`src/rtl/core/psra_pkg.sv`:
```
// Package for the per-sensor running-average alarm: sizes, codes and the
// transaction and control structs. No dependencies.
package psra_pkg;

    localparam int SENSORS    = 16;
    localparam int WINDOW_LEN = 5;

    localparam int IDX_W  = (SENSORS > 1) ? $clog2(SENSORS) : 1;
    localparam int CNT_W  = $clog2(SENSORS + 1);
    localparam int SLOT_W = (WINDOW_LEN > 1) ? $clog2(WINDOW_LEN) : 1;
    localparam int FILL_W = $clog2(WINDOW_LEN + 1);
    localparam int MAG_W  = 16 + FILL_W;
    localparam int SUM_W  = MAG_W + 1;

    localparam int CFG_IDX_W = 8;
    localparam logic [CFG_IDX_W-1:0] CFG_MAX_TEMP = CFG_IDX_W'(0);
    localparam logic [CFG_IDX_W-1:0] CFG_MIN_TEMP = CFG_IDX_W'(1);

    localparam logic signed [15:0] MAX_TEMP_RESET = 16'sd6400;
    localparam logic signed [15:0] MIN_TEMP_RESET = 16'sd3840;

    localparam logic OP_LOAD   = 1'b0;
    localparam logic OP_SAMPLE = 1'b1;

    localparam logic [2:0] STAT_LOADED  = 3'd0;
    localparam logic [2:0] STAT_FULL    = 3'd1;
    localparam logic [2:0] STAT_UNKNOWN = 3'd2;
    localparam logic [2:0] STAT_WARMING = 3'd3;
    localparam logic [2:0] STAT_NORMAL  = 3'd4;
    localparam logic [2:0] STAT_HOT     = 3'd5;
    localparam logic [2:0] STAT_COLD    = 3'd6;

    typedef enum logic [2:0] {
        ST_IDLE,
        ST_SEARCH,
        ST_APPLY,
        ST_SUM,
        ST_EMIT
    } state_t;

    typedef struct packed {
        logic               opcode;
        logic [15:0]        probe_id;
        logic [15:0]        room_id;
        logic signed [15:0] temperature;
        logic [31:0]        timestamp;
    } req_t;

    typedef struct packed {
        logic [2:0]         status;
        logic [15:0]        sensor_out;
        logic [15:0]        room_out;
        logic signed [15:0] running_avg;
        logic [31:0]        last_seen;
        logic [CNT_W-1:0]   sensors_loaded;
    } rsp_t;

    typedef struct packed {
        logic             srch_start;
        logic [15:0]      srch_id;
        logic             wr;
        logic             wr_new;
        logic [IDX_W-1:0] wr_idx;
        logic [15:0]      wr_id;
        logic [15:0]      wr_room;
    } map_ctrl_t;

    typedef struct packed {
        logic             done;
        logic             hit;
        logic [IDX_W-1:0] hit_idx;
        logic             free_ok;
        logic [IDX_W-1:0] free_idx;
        logic [15:0]      room;
        logic [CNT_W-1:0] count;
    } map_stat_t;

    typedef struct packed {
        logic               clear;
        logic               write;
        logic               sum_start;
        logic [IDX_W-1:0]   entry;
        logic signed [15:0] temp;
    } win_ctrl_t;

    typedef struct packed {
        logic               will_fill;
        logic               done;
        logic signed [15:0] mean;
    } win_stat_t;

endpackage

```
`src/rtl/core/psra_map.sv`:
```
// Sensor map: id and room tables, valid bits, entry count and a walker that
// compares one entry per cycle. Depends on psra_pkg.
module psra_map (
    input  logic                  clk,
    input  logic                  rst_n,
    input  psra_pkg::map_ctrl_t   ctrl,
    output psra_pkg::map_stat_t   stat
);

    localparam logic [psra_pkg::IDX_W-1:0] LAST_IDX =
        psra_pkg::IDX_W'(psra_pkg::SENSORS - 1);

    logic [15:0]                id_tbl_reg   [psra_pkg::SENSORS];
    logic [15:0]                room_tbl_reg [psra_pkg::SENSORS];
    logic                       valid_reg    [psra_pkg::SENSORS];
    logic [psra_pkg::CNT_W-1:0] count_reg;

    logic                       busy_reg;
    logic                       done_reg;
    logic [psra_pkg::IDX_W-1:0] idx_reg;
    logic [15:0]                key_reg;
    logic                       hit_reg;
    logic [psra_pkg::IDX_W-1:0] hit_idx_reg;
    logic                       free_ok_reg;
    logic [psra_pkg::IDX_W-1:0] free_idx_reg;

    logic cur_valid;
    logic cur_match;

    assign cur_valid = valid_reg[idx_reg];
    assign cur_match = cur_valid && (id_tbl_reg[idx_reg] == key_reg);

    // Walk the table once per search; keep the first match and first free slot.
    always_ff @(posedge clk or negedge rst_n)
    begin
        if (!rst_n)
        begin
            busy_reg     <= 1'b0;
            done_reg     <= 1'b0;
            idx_reg      <= '0;
            hit_reg      <= 1'b0;
            hit_idx_reg  <= '0;
            free_ok_reg  <= 1'b0;
            free_idx_reg <= '0;
        end
        else
        begin
            done_reg <= busy_reg && (idx_reg == LAST_IDX);
            if (ctrl.srch_start)
            begin
                busy_reg    <= 1'b1;
                idx_reg     <= '0;
                hit_reg     <= 1'b0;
                free_ok_reg <= 1'b0;
            end
            else if (busy_reg)
            begin
                if (cur_match && !hit_reg)
                begin
                    hit_reg     <= 1'b1;
                    hit_idx_reg <= idx_reg;
                end
                if (!cur_valid && !free_ok_reg)
                begin
                    free_ok_reg  <= 1'b1;
                    free_idx_reg <= idx_reg;
                end
                if (idx_reg == LAST_IDX)
                begin
                    busy_reg <= 1'b0;
                end
                else
                begin
                    idx_reg <= idx_reg + 1'b1;
                end
            end
        end
    end

    always_ff @(posedge clk)
    begin
        if (ctrl.srch_start)
        begin
            key_reg <= ctrl.srch_id;
        end
        if (ctrl.wr)
        begin
            id_tbl_reg[ctrl.wr_idx]   <= ctrl.wr_id;
            room_tbl_reg[ctrl.wr_idx] <= ctrl.wr_room;
        end
    end

    always_ff @(posedge clk or negedge rst_n)
    begin
        if (!rst_n)
        begin
            for (int i = 0; i < psra_pkg::SENSORS; i++)
            begin
                valid_reg[i] <= 1'b0;
            end
            count_reg <= '0;
        end
        else if (ctrl.wr)
        begin
            valid_reg[ctrl.wr_idx] <= 1'b1;
            if (ctrl.wr_new)
            begin
                count_reg <= count_reg + 1'b1;
            end
        end
    end

    always_comb
    begin
        stat.done     = done_reg;
        stat.hit      = hit_reg;
        stat.hit_idx  = hit_idx_reg;
        stat.free_ok  = free_ok_reg;
        stat.free_idx = free_idx_reg;
        stat.room     = room_tbl_reg[hit_idx_reg];
        stat.count    = count_reg;
    end

endmodule

```
`src/rtl/core/psra_window.sv`:
```
// Sample windows: per-sensor sample memory, fill and slot counters, and a
// shared accumulator with a reciprocal-multiply divide. Depends on psra_pkg.
module psra_window (
    input  logic                  clk,
    input  logic                  rst_n,
    input  psra_pkg::win_ctrl_t   ctrl,
    output psra_pkg::win_stat_t   stat
);

    localparam int DEPTH     = psra_pkg::SENSORS * psra_pkg::WINDOW_LEN;
    localparam int ADDR_W    = (DEPTH > 1) ? $clog2(DEPTH) : 1;
    localparam int DIV_SHIFT = psra_pkg::MAG_W + 4;
    localparam int RECIP_W   = DIV_SHIFT + 1;
    localparam int PROD_W    = psra_pkg::MAG_W + RECIP_W;
    localparam logic [RECIP_W-1:0] RECIP = RECIP_W'(
        ((64'd1 << DIV_SHIFT) + 64'(psra_pkg::WINDOW_LEN) - 64'd1)
        / 64'(psra_pkg::WINDOW_LEN));
    localparam logic [psra_pkg::SLOT_W-1:0] LAST_SLOT =
        psra_pkg::SLOT_W'(psra_pkg::WINDOW_LEN - 1);
    localparam logic [psra_pkg::FILL_W-1:0] FULL_FILL =
        psra_pkg::FILL_W'(psra_pkg::WINDOW_LEN);
    localparam logic [psra_pkg::FILL_W-1:0] LAST_FILL =
        psra_pkg::FILL_W'(psra_pkg::WINDOW_LEN - 1);

    logic [15:0]                 win_mem  [DEPTH];
    logic [psra_pkg::FILL_W-1:0] fill_reg [psra_pkg::SENSORS];
    logic [psra_pkg::SLOT_W-1:0] slot_reg [psra_pkg::SENSORS];

    logic                        busy_reg;
    logic [psra_pkg::SLOT_W-1:0] k_reg;
    logic [psra_pkg::IDX_W-1:0]  base_reg;
    logic [15:0]                 rd_data_reg;
    logic                        rd_v_reg;
    logic                        rd_last_reg;
    logic [psra_pkg::SUM_W-1:0]  acc_reg;
    logic                        acc_done_reg;
    logic [PROD_W-1:0]           prod_reg;
    logic                        neg_reg;
    logic                        prod_v_reg;
    logic signed [15:0]          mean_reg;
    logic                        done_reg;

    logic [psra_pkg::SLOT_W-1:0] cur_slot;
    logic [ADDR_W-1:0]           wr_addr;
    logic [ADDR_W-1:0]           rd_addr;
    logic [psra_pkg::SUM_W-1:0]  acc_neg;
    logic [psra_pkg::MAG_W-1:0]  mag;
    logic [16:0]                 quot;
    logic [16:0]                 quot_neg;

    function automatic logic [ADDR_W-1:0] addr_of(
        input logic [psra_pkg::IDX_W-1:0]  idx,
        input logic [psra_pkg::SLOT_W-1:0] off
    );
        addr_of = ADDR_W'(idx) * ADDR_W'(psra_pkg::WINDOW_LEN) + ADDR_W'(off);
    endfunction

    assign cur_slot = slot_reg[ctrl.entry];
    assign wr_addr  = addr_of(ctrl.entry, cur_slot);
    assign rd_addr  = addr_of(base_reg, k_reg);
    assign acc_neg  = ~acc_reg + 1'b1;
    assign mag      = acc_reg[psra_pkg::SUM_W-1] ? acc_neg[psra_pkg::MAG_W-1:0]
                                                 : acc_reg[psra_pkg::MAG_W-1:0];
    assign quot     = prod_reg[DIV_SHIFT +: 17];
    assign quot_neg = ~quot + 1'b1;

    // Sample memory: one write port, one registered read port.
    always_ff @(posedge clk)
    begin
        if (ctrl.write)
        begin
            win_mem[wr_addr] <= ctrl.temp;
        end
        rd_data_reg <= win_mem[rd_addr];
    end

    always_ff @(posedge clk or negedge rst_n)
    begin
        if (!rst_n)
        begin
            for (int i = 0; i < psra_pkg::SENSORS; i++)
            begin
                fill_reg[i] <= '0;
                slot_reg[i] <= '0;
            end
        end
        else if (ctrl.clear)
        begin
            fill_reg[ctrl.entry] <= '0;
            slot_reg[ctrl.entry] <= '0;
        end
        else if (ctrl.write)
        begin
            slot_reg[ctrl.entry] <= (cur_slot == LAST_SLOT) ? '0 : cur_slot + 1'b1;
            if (fill_reg[ctrl.entry] != FULL_FILL)
            begin
                fill_reg[ctrl.entry] <= fill_reg[ctrl.entry] + 1'b1;
            end
        end
    end

    // Read sequencer, accumulate, then multiply by the reciprocal.
    always_ff @(posedge clk or negedge rst_n)
    begin
        if (!rst_n)
        begin
            busy_reg     <= 1'b0;
            k_reg        <= '0;
            rd_v_reg     <= 1'b0;
            rd_last_reg  <= 1'b0;
            acc_done_reg <= 1'b0;
            prod_v_reg   <= 1'b0;
            done_reg     <= 1'b0;
        end
        else
        begin
            rd_v_reg     <= busy_reg;
            rd_last_reg  <= busy_reg && (k_reg == LAST_SLOT);
            acc_done_reg <= rd_v_reg && rd_last_reg;
            prod_v_reg   <= acc_done_reg;
            done_reg     <= prod_v_reg;
            if (ctrl.sum_start)
            begin
                busy_reg <= 1'b1;
                k_reg    <= '0;
            end
            else if (busy_reg)
            begin
                if (k_reg == LAST_SLOT)
                begin
                    busy_reg <= 1'b0;
                end
                else
                begin
                    k_reg <= k_reg + 1'b1;
                end
            end
        end
    end

    always_ff @(posedge clk)
    begin
        if (ctrl.sum_start)
        begin
            base_reg <= ctrl.entry;
            acc_reg  <= '0;
        end
        else if (rd_v_reg)
        begin
            acc_reg <= acc_reg + {{(psra_pkg::SUM_W-16){rd_data_reg[15]}}, rd_data_reg};
        end
        if (acc_done_reg)
        begin
            prod_reg <= PROD_W'(mag) * PROD_W'(RECIP);
            neg_reg  <= acc_reg[psra_pkg::SUM_W-1];
        end
        if (prod_v_reg)
        begin
            mean_reg <= neg_reg ? quot_neg[15:0] : quot[15:0];
        end
    end

    always_comb
    begin
        stat.will_fill = (fill_reg[ctrl.entry] >= LAST_FILL);
        stat.done      = done_reg;
        stat.mean      = mean_reg;
    end

endmodule

```
`src/rtl/core/per_sensor_running_average_alarm.sv`:
```
// Top level of the per-sensor running-average alarm: sequencer, threshold
// registers and result register. Depends on psra_pkg, psra_map, psra_window.
//
//  channel  | handshake          | payload                 | direction
//  ---------+--------------------+-------------------------+----------
//  req      | req_valid/req_stall| psra_pkg::req_t         | in
//  rsp      | rsp_valid/rsp_stall| psra_pkg::rsp_t         | out
//  cfg      | cfg_valid/cfg_ready| cfg_index, cfg_data     | in
//
// One transaction at a time. The map walker compares one table entry per
// cycle. A load or a warming sample goes through the search and apply states
// to the result; an unknown sensor or a full table skips the apply state. A
// full-window sample also passes through the sum state: WINDOW_LEN memory
// reads through the shared accumulator plus the divide stages.
// Reset clears valid bits, counters and the sequencer at once; no clearing pass.
// The result register holds a transaction while rsp_stall is high; the block
// takes the next request meanwhile and waits only if a new result is ready.
// Configuration writes are taken in any cycle.
module per_sensor_running_average_alarm (
    input  logic                              clk,
    input  logic                              rst_n,
    input  logic                              req_valid,
    output logic                              req_stall,
    input  psra_pkg::req_t                    req,
    output logic                              rsp_valid,
    input  logic                              rsp_stall,
    output psra_pkg::rsp_t                    rsp,
    input  logic                              cfg_valid,
    output logic                              cfg_ready,
    input  logic [psra_pkg::CFG_IDX_W-1:0]    cfg_index,
    input  logic [15:0]                       cfg_data
);

    psra_pkg::state_t   state_reg;
    psra_pkg::state_t   state_next;

    psra_pkg::req_t     req_reg;
    logic [2:0]         stat_reg;
    logic [2:0]         stat_next;
    logic               stat_load;
    logic               req_load;
    logic               rsp_load;
    logic               rsp_valid_reg;
    psra_pkg::rsp_t     rsp_reg;
    psra_pkg::rsp_t     rsp_next;
    logic signed [15:0] max_temp_reg;
    logic signed [15:0] min_temp_reg;

    psra_pkg::map_ctrl_t map_ctrl;
    psra_pkg::map_stat_t map_stat;
    psra_pkg::win_ctrl_t win_ctrl;
    psra_pkg::win_stat_t win_stat;

    logic                       is_load;
    logic [psra_pkg::IDX_W-1:0] load_idx;

    assign is_load  = (req_reg.opcode == psra_pkg::OP_LOAD);
    // Reuse the matching entry on a repeated id, else take the first free one.
    assign load_idx = map_stat.hit ? map_stat.hit_idx : map_stat.free_idx;

    psra_map u_map (
        .clk   (clk),
        .rst_n (rst_n),
        .ctrl  (map_ctrl),
        .stat  (map_stat)
    );

    psra_window u_window (
        .clk   (clk),
        .rst_n (rst_n),
        .ctrl  (win_ctrl),
        .stat  (win_stat)
    );

    // Sequencer state.
    always_ff @(posedge clk or negedge rst_n)
    begin
        if (!rst_n)
        begin
            state_reg <= psra_pkg::ST_IDLE;
        end
        else
        begin
            state_reg <= state_next;
        end
    end

    always_comb
    begin
        state_next = state_reg;
        case (state_reg)
            psra_pkg::ST_IDLE:
            begin
                if (req_valid)
                begin
                    state_next = psra_pkg::ST_SEARCH;
                end
            end
            psra_pkg::ST_SEARCH:
            begin
                if (map_stat.done)
                begin
                    if (is_load)
                    begin
                        state_next = (map_stat.hit || map_stat.free_ok)
                                     ? psra_pkg::ST_APPLY : psra_pkg::ST_EMIT;
                    end
                    else
                    begin
                        state_next = map_stat.hit ? psra_pkg::ST_APPLY
                                                  : psra_pkg::ST_EMIT;
                    end
                end
            end
            psra_pkg::ST_APPLY:
            begin
                state_next = (!is_load && win_stat.will_fill) ? psra_pkg::ST_SUM
                                                              : psra_pkg::ST_EMIT;
            end
            psra_pkg::ST_SUM:
            begin
                if (win_stat.done)
                begin
                    state_next = psra_pkg::ST_EMIT;
                end
            end
            psra_pkg::ST_EMIT:
            begin
                if (!rsp_valid_reg || !rsp_stall)
                begin
                    state_next = psra_pkg::ST_IDLE;
                end
            end
            default:
            begin
                state_next = psra_pkg::ST_IDLE;
            end
        endcase
    end

    // Sequencer outputs: commands to the map and window units, status capture.
    always_comb
    begin
        req_load  = 1'b0;
        rsp_load  = 1'b0;
        stat_load = 1'b0;
        stat_next = psra_pkg::STAT_LOADED;

        map_ctrl.srch_start = 1'b0;
        map_ctrl.srch_id    = req.probe_id;
        map_ctrl.wr         = 1'b0;
        map_ctrl.wr_new     = !map_stat.hit;
        map_ctrl.wr_idx     = load_idx;
        map_ctrl.wr_id      = req_reg.probe_id;
        map_ctrl.wr_room    = req_reg.room_id;

        win_ctrl.clear     = 1'b0;
        win_ctrl.write     = 1'b0;
        win_ctrl.sum_start = 1'b0;
        win_ctrl.entry     = is_load ? load_idx : map_stat.hit_idx;
        win_ctrl.temp      = req_reg.temperature;

        case (state_reg)
            psra_pkg::ST_IDLE:
            begin
                req_load            = req_valid;
                map_ctrl.srch_start = req_valid;
            end
            psra_pkg::ST_SEARCH:
            begin
                if (map_stat.done)
                begin
                    // Table full on a load of a new id, or unknown id on a sample.
                    if (is_load && !map_stat.hit && !map_stat.free_ok)
                    begin
                        stat_load = 1'b1;
                        stat_next = psra_pkg::STAT_FULL;
                    end
                    else if (!is_load && !map_stat.hit)
                    begin
                        stat_load = 1'b1;
                        stat_next = psra_pkg::STAT_UNKNOWN;
                    end
                end
            end
            psra_pkg::ST_APPLY:
            begin
                if (is_load)
                begin
                    map_ctrl.wr    = 1'b1;
                    win_ctrl.clear = 1'b1;
                    stat_load      = 1'b1;
                    stat_next      = psra_pkg::STAT_LOADED;
                end
                else
                begin
                    win_ctrl.write = 1'b1;
                    if (win_stat.will_fill)
                    begin
                        win_ctrl.sum_start = 1'b1;
                    end
                    else
                    begin
                        stat_load = 1'b1;
                        stat_next = psra_pkg::STAT_WARMING;
                    end
                end
            end
            psra_pkg::ST_SUM:
            begin
                if (win_stat.done)
                begin
                    stat_load = 1'b1;
                    if (win_stat.mean > max_temp_reg)
                    begin
                        stat_next = psra_pkg::STAT_HOT;
                    end
                    else if (win_stat.mean < min_temp_reg)
                    begin
                        stat_next = psra_pkg::STAT_COLD;
                    end
                    else
                    begin
                        stat_next = psra_pkg::STAT_NORMAL;
                    end
                end
            end
            psra_pkg::ST_EMIT:
            begin
                rsp_load = !rsp_valid_reg || !rsp_stall;
            end
            default:
            begin
                req_load = 1'b0;
            end
        endcase
    end

    // Hold the accepted request and the status until the result is built.
    always_ff @(posedge clk)
    begin
        if (req_load)
        begin
            req_reg <= req;
        end
        if (stat_load)
        begin
            stat_reg <= stat_next;
        end
        if (rsp_load)
        begin
            rsp_reg <= rsp_next;
        end
    end

    // Assemble the result; zero the fields that the status leaves undefined.
    always_comb
    begin
        rsp_next.status         = stat_reg;
        rsp_next.sensor_out     = req_reg.probe_id;
        rsp_next.sensors_loaded = map_stat.count;
        rsp_next.room_out       = '0;
        rsp_next.running_avg    = '0;
        rsp_next.last_seen      = '0;
        if (stat_reg == psra_pkg::STAT_LOADED)
        begin
            rsp_next.room_out = req_reg.room_id;
        end
        if (stat_reg inside {psra_pkg::STAT_WARMING, psra_pkg::STAT_NORMAL,
                             psra_pkg::STAT_HOT, psra_pkg::STAT_COLD})
        begin
            rsp_next.room_out  = map_stat.room;
            rsp_next.last_seen = req_reg.timestamp;
        end
        if (stat_reg inside {psra_pkg::STAT_NORMAL, psra_pkg::STAT_HOT,
                             psra_pkg::STAT_COLD})
        begin
            rsp_next.running_avg = win_stat.mean;
        end
    end

    // Result register: drop valid once the transaction is taken.
    always_ff @(posedge clk or negedge rst_n)
    begin
        if (!rst_n)
        begin
            rsp_valid_reg <= 1'b0;
        end
        else if (rsp_load)
        begin
            rsp_valid_reg <= 1'b1;
        end
        else if (!rsp_stall)
        begin
            rsp_valid_reg <= 1'b0;
        end
    end

    // Threshold registers; indexes beyond the list are ignored.
    always_ff @(posedge clk or negedge rst_n)
    begin
        if (!rst_n)
        begin
            max_temp_reg <= psra_pkg::MAX_TEMP_RESET;
            min_temp_reg <= psra_pkg::MIN_TEMP_RESET;
        end
        else if (cfg_valid)
        begin
            case (cfg_index)
                psra_pkg::CFG_MAX_TEMP: max_temp_reg <= cfg_data;
                psra_pkg::CFG_MIN_TEMP: min_temp_reg <= cfg_data;
                default:                max_temp_reg <= max_temp_reg;
            endcase
        end
    end

    assign req_stall = (state_reg != psra_pkg::ST_IDLE);
    assign rsp_valid = rsp_valid_reg;
    assign rsp       = rsp_reg;
    assign cfg_ready = 1'b1;

endmodule

```
`config.mk`:
```
export PLATFORM = sky130hd
export DESIGN_NAME = per_sensor_running_average_alarm
export DESIGN_NICKNAME = d
export VERILOG_FILES = /design/src/rtl/core/psra_pkg.sv /design/src/rtl/core/psra_map.sv /design/src/rtl/core/psra_window.sv /design/src/rtl/core/per_sensor_running_average_alarm.sv
export SDC_FILE = /design/constraint.sdc
export NUM_CORES = 2
export LEC_CHECK = 0
export BUFFER_PORTS_ARGS = -buffer_cell sky130_fd_sc_hd__buf_2
export CAP_MARGIN = 10
export CELL_PAD_IN_SITES_DETAIL_PLACEMENT = 0
export CELL_PAD_IN_SITES_GLOBAL_PLACEMENT = 1
export CORE_UTILIZATION = 45
export DETAILED_ROUTE_END_ITERATION = 7
export MAX_ROUTING_LAYER = met4
export PLACE_DENSITY_LB_ADDON = 0.1
export SLEW_MARGIN = 0
export SYNTH_ARGS = -nofsm -noshare
export SYNTH_HDL_FRONTEND = slang
export SYNTH_HIERARCHICAL = 1
export SYNTH_SLANG_ARGS = --single-unit
```
`constraint.sdc`:
```
create_clock -name clk -period 7.6 [get_ports clk]
set_input_delay 0.76 -clock clk [delete_from_list [all_inputs] [get_ports clk]]
set_output_delay 0.76 -clock clk [all_outputs]
set_load 0.02 [all_outputs]
```
Yosys cells after proc, flatten, opt, wreduce, memory -nomap -nowiden

Memory sizes are Yosys's and may differ from the RTL's. A register that Yosys moved wholly into a read port is not among the register bits.
Cells that the tools add are included.

Flip-flop bits (word level): 429
Memory bits (writable): 1,792
Memories: 3

$add $sub $neg: 10
$mul: 3
Magnitude comparators: 8
Equality and inequality tests: 21
Multiplexer cells: 83
Bitwise gates (word level): 12
Reduce and logical (&&, ||, !) cells: 42

Memories:

| name               | depth | width | rd ports | clocked after Yosys merged registers in | write ports | RTL line          | RTL |
|---|---|---|---|---|---|---|---|
| u_window.win_mem   | 80    | 16    | 1        | 1                                       | 1           | psra_window.sv:25 | `logic [15:0] win_mem [DEPTH];` |
| u_map.id_tbl_reg   | 16    | 16    | 1        | 0                                       | 1           | psra_map.sv:13    | `logic [15:0] id_tbl_reg [psra_pkg::SENSORS];` |
| u_map.room_tbl_reg | 16    | 16    | 1        | 0                                       | 1           | psra_map.sv:14    | `logic [15:0] room_tbl_reg [psra_pkg::SENSORS];` |

Operators by type and width:

| kind                     | number |
|---|---|
| $mux W48                 | 5 |
| $and A48 B48 Y48         | 2 |
| $bwmux W48               | 2 |
| $mux W3                  | 19 |
| $mux W16                 | 3 |
| $not A48 Y48             | 1 |
| $mul A19 B20 Y38 const B | 1 |
| $mux W1                  | 32 |
| $bmux W3 S4              | 2 |
| $add A20 B20 Y20         | 1 |
| $mux W4                  | 5 |
| $add A19 B1 Y19 const B  | 1 |
| $mux W19                 | 1 |
| $not A19 Y19             | 1 |
| $eq A3 B3 Y1 const B     | 6 |
| $add A16 B1 Y16 const B  | 1 |
| $eq A16 B16 Y1           | 1 |
| $gt A16 B16 Y1           | 1 |
| $lt A16 B16 Y1           | 1 |
| $mux W2                  | 8 |
| $not A16 Y16             | 1 |
| $or A16 B16 Y16          | 1 |
| $reduce_and A2 Y1        | 8 |
| $ge A5 B5 Y1 const B     | 3 |
| other kinds (32)         | 72 |

Longest topological paths before layout

Depth in word-level cells: 12
Mapped depth: 29

Hierarchy

Netlist, hierarchy kept.

Modules (own cells, without submodules):

| module                           | instances | cells an instance | area each (um^2) | sequential area each (um^2) |
|---|---|---|---|---|
| psra_window                      | 1         | 3,226             | 62,987.9         | 42,896.1 |
| psra_map                         | 1         | 980               | 21,946.0         | 16,781.1 |
| per_sensor_running_average_alarm | 1         | 519               | 8,175.3          | 6,074.6 |

Least setup slack after synthesis

No wires, ideal clock.

Path type: reg2reg
From: reg u_window/acc_reg[7] (netlist bit)
To: reg u_window.prod_reg[36], data pin
Library setup time: 0.264 ns
Arrival: 6.754 ns
Data required time: 7.336 ns
Path slack: 0.582 ns
Cell stages (with the launch flop): 25
Buffers on the path: 0
Period minus slack after synthesis: 7.018 ns
Cell sequence: dfxtp_1 > or4_1 > or3_1 > o31ai_1 > xnor2_1 > ha_1 > fa_1 > inv_1 > fa_1 > fa_1 > inv_1 > fa_1 > inv_1 > fa_1 > inv_1 > ha_1 > and3_1 > and3_1 > a221oi_1 > nor3b_1 > a211oi_1 > o21ai_0 > nand2_1 > a221oi_1 > xnor2_1

Word-level cells in the longest chain between the ends: 4

Ends and longest elaborated chain:

| element                | RTL line           | RTL |
|---|---|---|
| from (decl)            | psra_window.sv:35  | `logic [psra_pkg::SUM_W-1:0] acc_reg;` |
| from (signal assigned) | psra_window.sv:150 | `acc_reg <= acc_reg + {{(psra_pkg::SUM_W-16){rd_data_reg[15]}}, rd_data_reg};` |
| $not A19 Y19           | psra_window.sv:61  | `assign acc_neg = ~acc_reg + 1'b1;` |
| $add A19 B1 Y19        | psra_window.sv:61  |  |
| $mux W19 (*)           | psra_window.sv:62  | `assign mag = acc_reg[psra_pkg::SUM_W-1] ? acc_neg[psra_pkg::MAG_W-1:0]` |
| $mul A19 B20 Y38 (*)   | psra_window.sv:154 | `prod_reg <= PROD_W'(mag) * PROD_W'(RECIP);` |
| to (signal assigned)   | psra_window.sv:154 |  |
| to (decl)              | psra_window.sv:37  | `logic [PROD_W-1:0] prod_reg;` |

Mark *: on every way between the ends. The rest lies on a longest branch, timed or not.
A chain may end at the register's enable or synchronous reset.

Worst setup path in the final report

From: reg u_window/acc_reg[7] (netlist bit)
To: reg u_window.prod_reg[34], data pin

The elaborated chain is that of the path after synthesis.

==> impl_metrics.json <==
{
  "seqPwrFrac": 0.491,
  "tightestPinTransition_ps": 1170,
  "wl_per_cell_um": 27.4,
  "firstDrtPassIters": 5,
  "grt_use_total": 0.221,
  "synth.top_cells.by_count": "2017 x edfxtp_1, 564 x mux4_2, 247 x inv_1",
  "cp-end-kind": "flop",
  "dpl_cell_area_um2": 98400,
  "p_sw_mw": 7.62,
  "critical-path-slowest-cell": "fa_1",
  "path_buf_inv": 7,
  "powerDensity_nw_per_um2": 284,
  "hpwlAfterDp_um": 131000,
  "status": "finished, final reports clean",
  "root_buffer": "clkbuf_16",
  "h-tree-depth": 4,
  "worst_setup_path_start_kind": "flop",
  "cp_data_arrival_time_ps": 7800,
  "syn2layout_area_growth_pct": 14.0,
  "fp.dieH_um": 457,
  "slowest_delay_ps": 580,
  "start_util": 0.454,
  "std_cell_rows": 166,
  "synthTopCellsByArea": "edfxtp_1 65%, mux4_2 14%, dfrtp_1 4.6%",
  "r2r_setup_slack_ps": 390,
  "synthMostInstantiatedCell": "edfxtp_1",
  "clockPowerShare": 0.379,
  "p_sw_frac": 0.253,
  "first_global_vias": 47500,
  "yosysWarnings": 6,
  "seq_area_frac_synth": 0.706,
  "setup_ws_ps": 393,
  "place_congestion": 0.807,
  "period_needed_ps": 7210,
  "ys_seq_elements": 2231,
  "clk_path_buf_depth": 3,
  "ant_nets": 0,
  "totalWireLength_um": 221000,
  "grt_pass1_wl_um": 328000,
  "syn-instance-count": 4725,
  "drive_gt1_frac": 0.271,
  "clock-sinks": 2231,
  "cp_data_required_time_ps": 8200,
  "synth_top_cell_by_area": "edfxtp_1",
  "synth-edff-count": 2017,
  "slew-limit-headroom": 0.222,
  "setup_viol_count_final": 0,
  "antenna_found_initial": 8,
  "pwr-share-comb": 0.130,
  "largest_reg_flops": 1280,
  "synth_ff_type": "edfxtp_1",
  "via_per_inst": 5.66,
  "final_area_um2": 106000,
  "io_pins": 201,
  "cts_buffers": 230,
  "hold_viol": 0,
  "path_delay_family": "adder cells",
  "clk_latency_ps": 850,
  "p_leak_nw": 37.0,
  "post-place-ws_ps": -41.0,
  "cpMostUsedCell": "fa_1",
  "cts.reportedPaths.clkPinSlew_ps": 60,
  "cts_tree": "done",
  "maxSlewViolCount": 0,
  "synth_top_area_frac": 0.651,
  "grt_max_degree": 135,
  "peakVddDrop_mv": 0.236,
  "io_buffer_count": 199,
  "finalCritPeriodShare": 0.948,
  "synth_area_um2": 93100,
  "vias": 45600,
  "drt-initial-drc-count": 3850,
  "p_int_mw": 22.5,
  "grt.overflow.total": 0,
  "cp_max_fo": 4,
  "final_nets": 5590,
  "drc": 0,
  "fmax_mhz": 139,
  "skew_ps": 36.3,
  "hold_class": "input port to async pin",
  "synthDistinctLibCells": 88,
  "core_area_um2": 205000,
  "die_x_um": 457,
  "cts_setup_buffers": 0,
  "syn_avg_cell_area_um2": 19.7,
  "crit_type": "flop to flop",
  "maxCapViolCount": 0,
  "die-area_um2": 209000,
  "synth_nets": 5153,
  "synthArstFlopShare": 0.0798
}
-- repair_timing --
action,in CTS,in global routing
gates resized for setup,1,12
cloned,0,0
endpoints found under the hold margin,0,0
setup endpoints to repair,3,12
pin swaps,0,4
hold buffers,0,0
-- worst register-to-register path, delay by kind of cell (launching register included) --
kind	cells	cell delay [ps]
compound gates	5	950
xor+xnor	2	260
buf+inv	7	670
flops	1	310
fa+ha+maj	7	3100
simple gates	6	1680
-- through the flow --
| step | instances | TNS (ps) | util | power [mW] | hold WS [ps] |
|---|---|---|---|---|---|
| after CTS | 8052 | 0 | 0.517 | 30.4 | 6.87 |
| after global routing | 8054 | -18.9 | 0.517 | 31.3 | 26.2 |
| final | 8059 | 0 | 0.517 | 30.1 | 18.1 |
| after global placement | 7616 | -155 | 0.479 | 18.9 | 422 |
| after detailed placement | 7618 | -75.7 | 0.479 | 19.0 | 427 |
| after floorplan | 4725 | 0 | - | 17.6 | 395 |
-- cells by family after synthesis --
kind of cell | share of synthesized area
fa+ha+maj | 0.0510
mux | 0.154
other cells | 0.0000403
compound gates | 0.0289
xor+xnor | 0.00969
simple gates | 0.0296
flops | 0.706
buf+inv | 0.0207
-- cells in the final DEF, fill, tap and decap left out, types with 63 or more instances in the layout --
master     synthesis  final
nor2_1           185    157
nand2_1          127    127
buf_4             16    194
clkbuf_16          0    232
edfxtp_1        2017   2017
xnor2_1           68     64
buf_2             57    198
inv_1            247    247
a22o_1            99     99
mux4_2           564    564
fa_1             102    101
ha_1             216    214
dfrtp_1          171    166
a21oi_1           65     63
-- area by class of cell --
type	instances	area, um^2
well taps	2688	3360
clock inverters	137	1530
multi-input cells	2048	25700
repair buffers	404	2660
diodes	7	17.5
clock buffers	297	6150
fillers	16400	99100
inverters	247	927
flip-flops and latches	2231	65800
-- power by group through the flow --
stage | registers (mW) | clock network (mW) | logic, mW
4_1_cts | 14.8 | 11.7 | 3.96
5_1_grt | 14.9 | 12.1 | 4.25
3_3_place_gp | 15.0 | 0 | 3.90
2_1_floorplan | 15.1 | 0 | 2.50
6_report | 14.8 | 11.4 | 3.90
3_5_place_dp | 15.1 | 0 | 3.96
-- routing by layer --
layer | GRT usage | vias up | routed length [um]
met4 | 0.0459 | 0 | 4250
met3 | 0.0282 | 278 | 9090
met2 | 0.353 | 1031 | 109000
met5 | - | - | 0
li1 | - | 19900 | -
met1 | 0.306 | 24400 | 99000
-- final timing paths --
path | from | to | cells past startpoint
min in group clk | req[22] | req_reg[22] | 1
setup reg to reg | u_window/acc_reg[7] | u_window/prod_reg[34] | 27
max in group asynchronous | rst_n | u_map/hit_idx_reg[0] | 2
setup / recovery | u_window/acc_reg[7] | u_window/prod_reg[34] | 27
hold reg to reg | u_window/busy_reg | u_window/rd_v_reg | 0
hold / removal | rst_n | min_temp_reg[5] | 1
No activity file was read; power rests on OpenSTA's default activity.
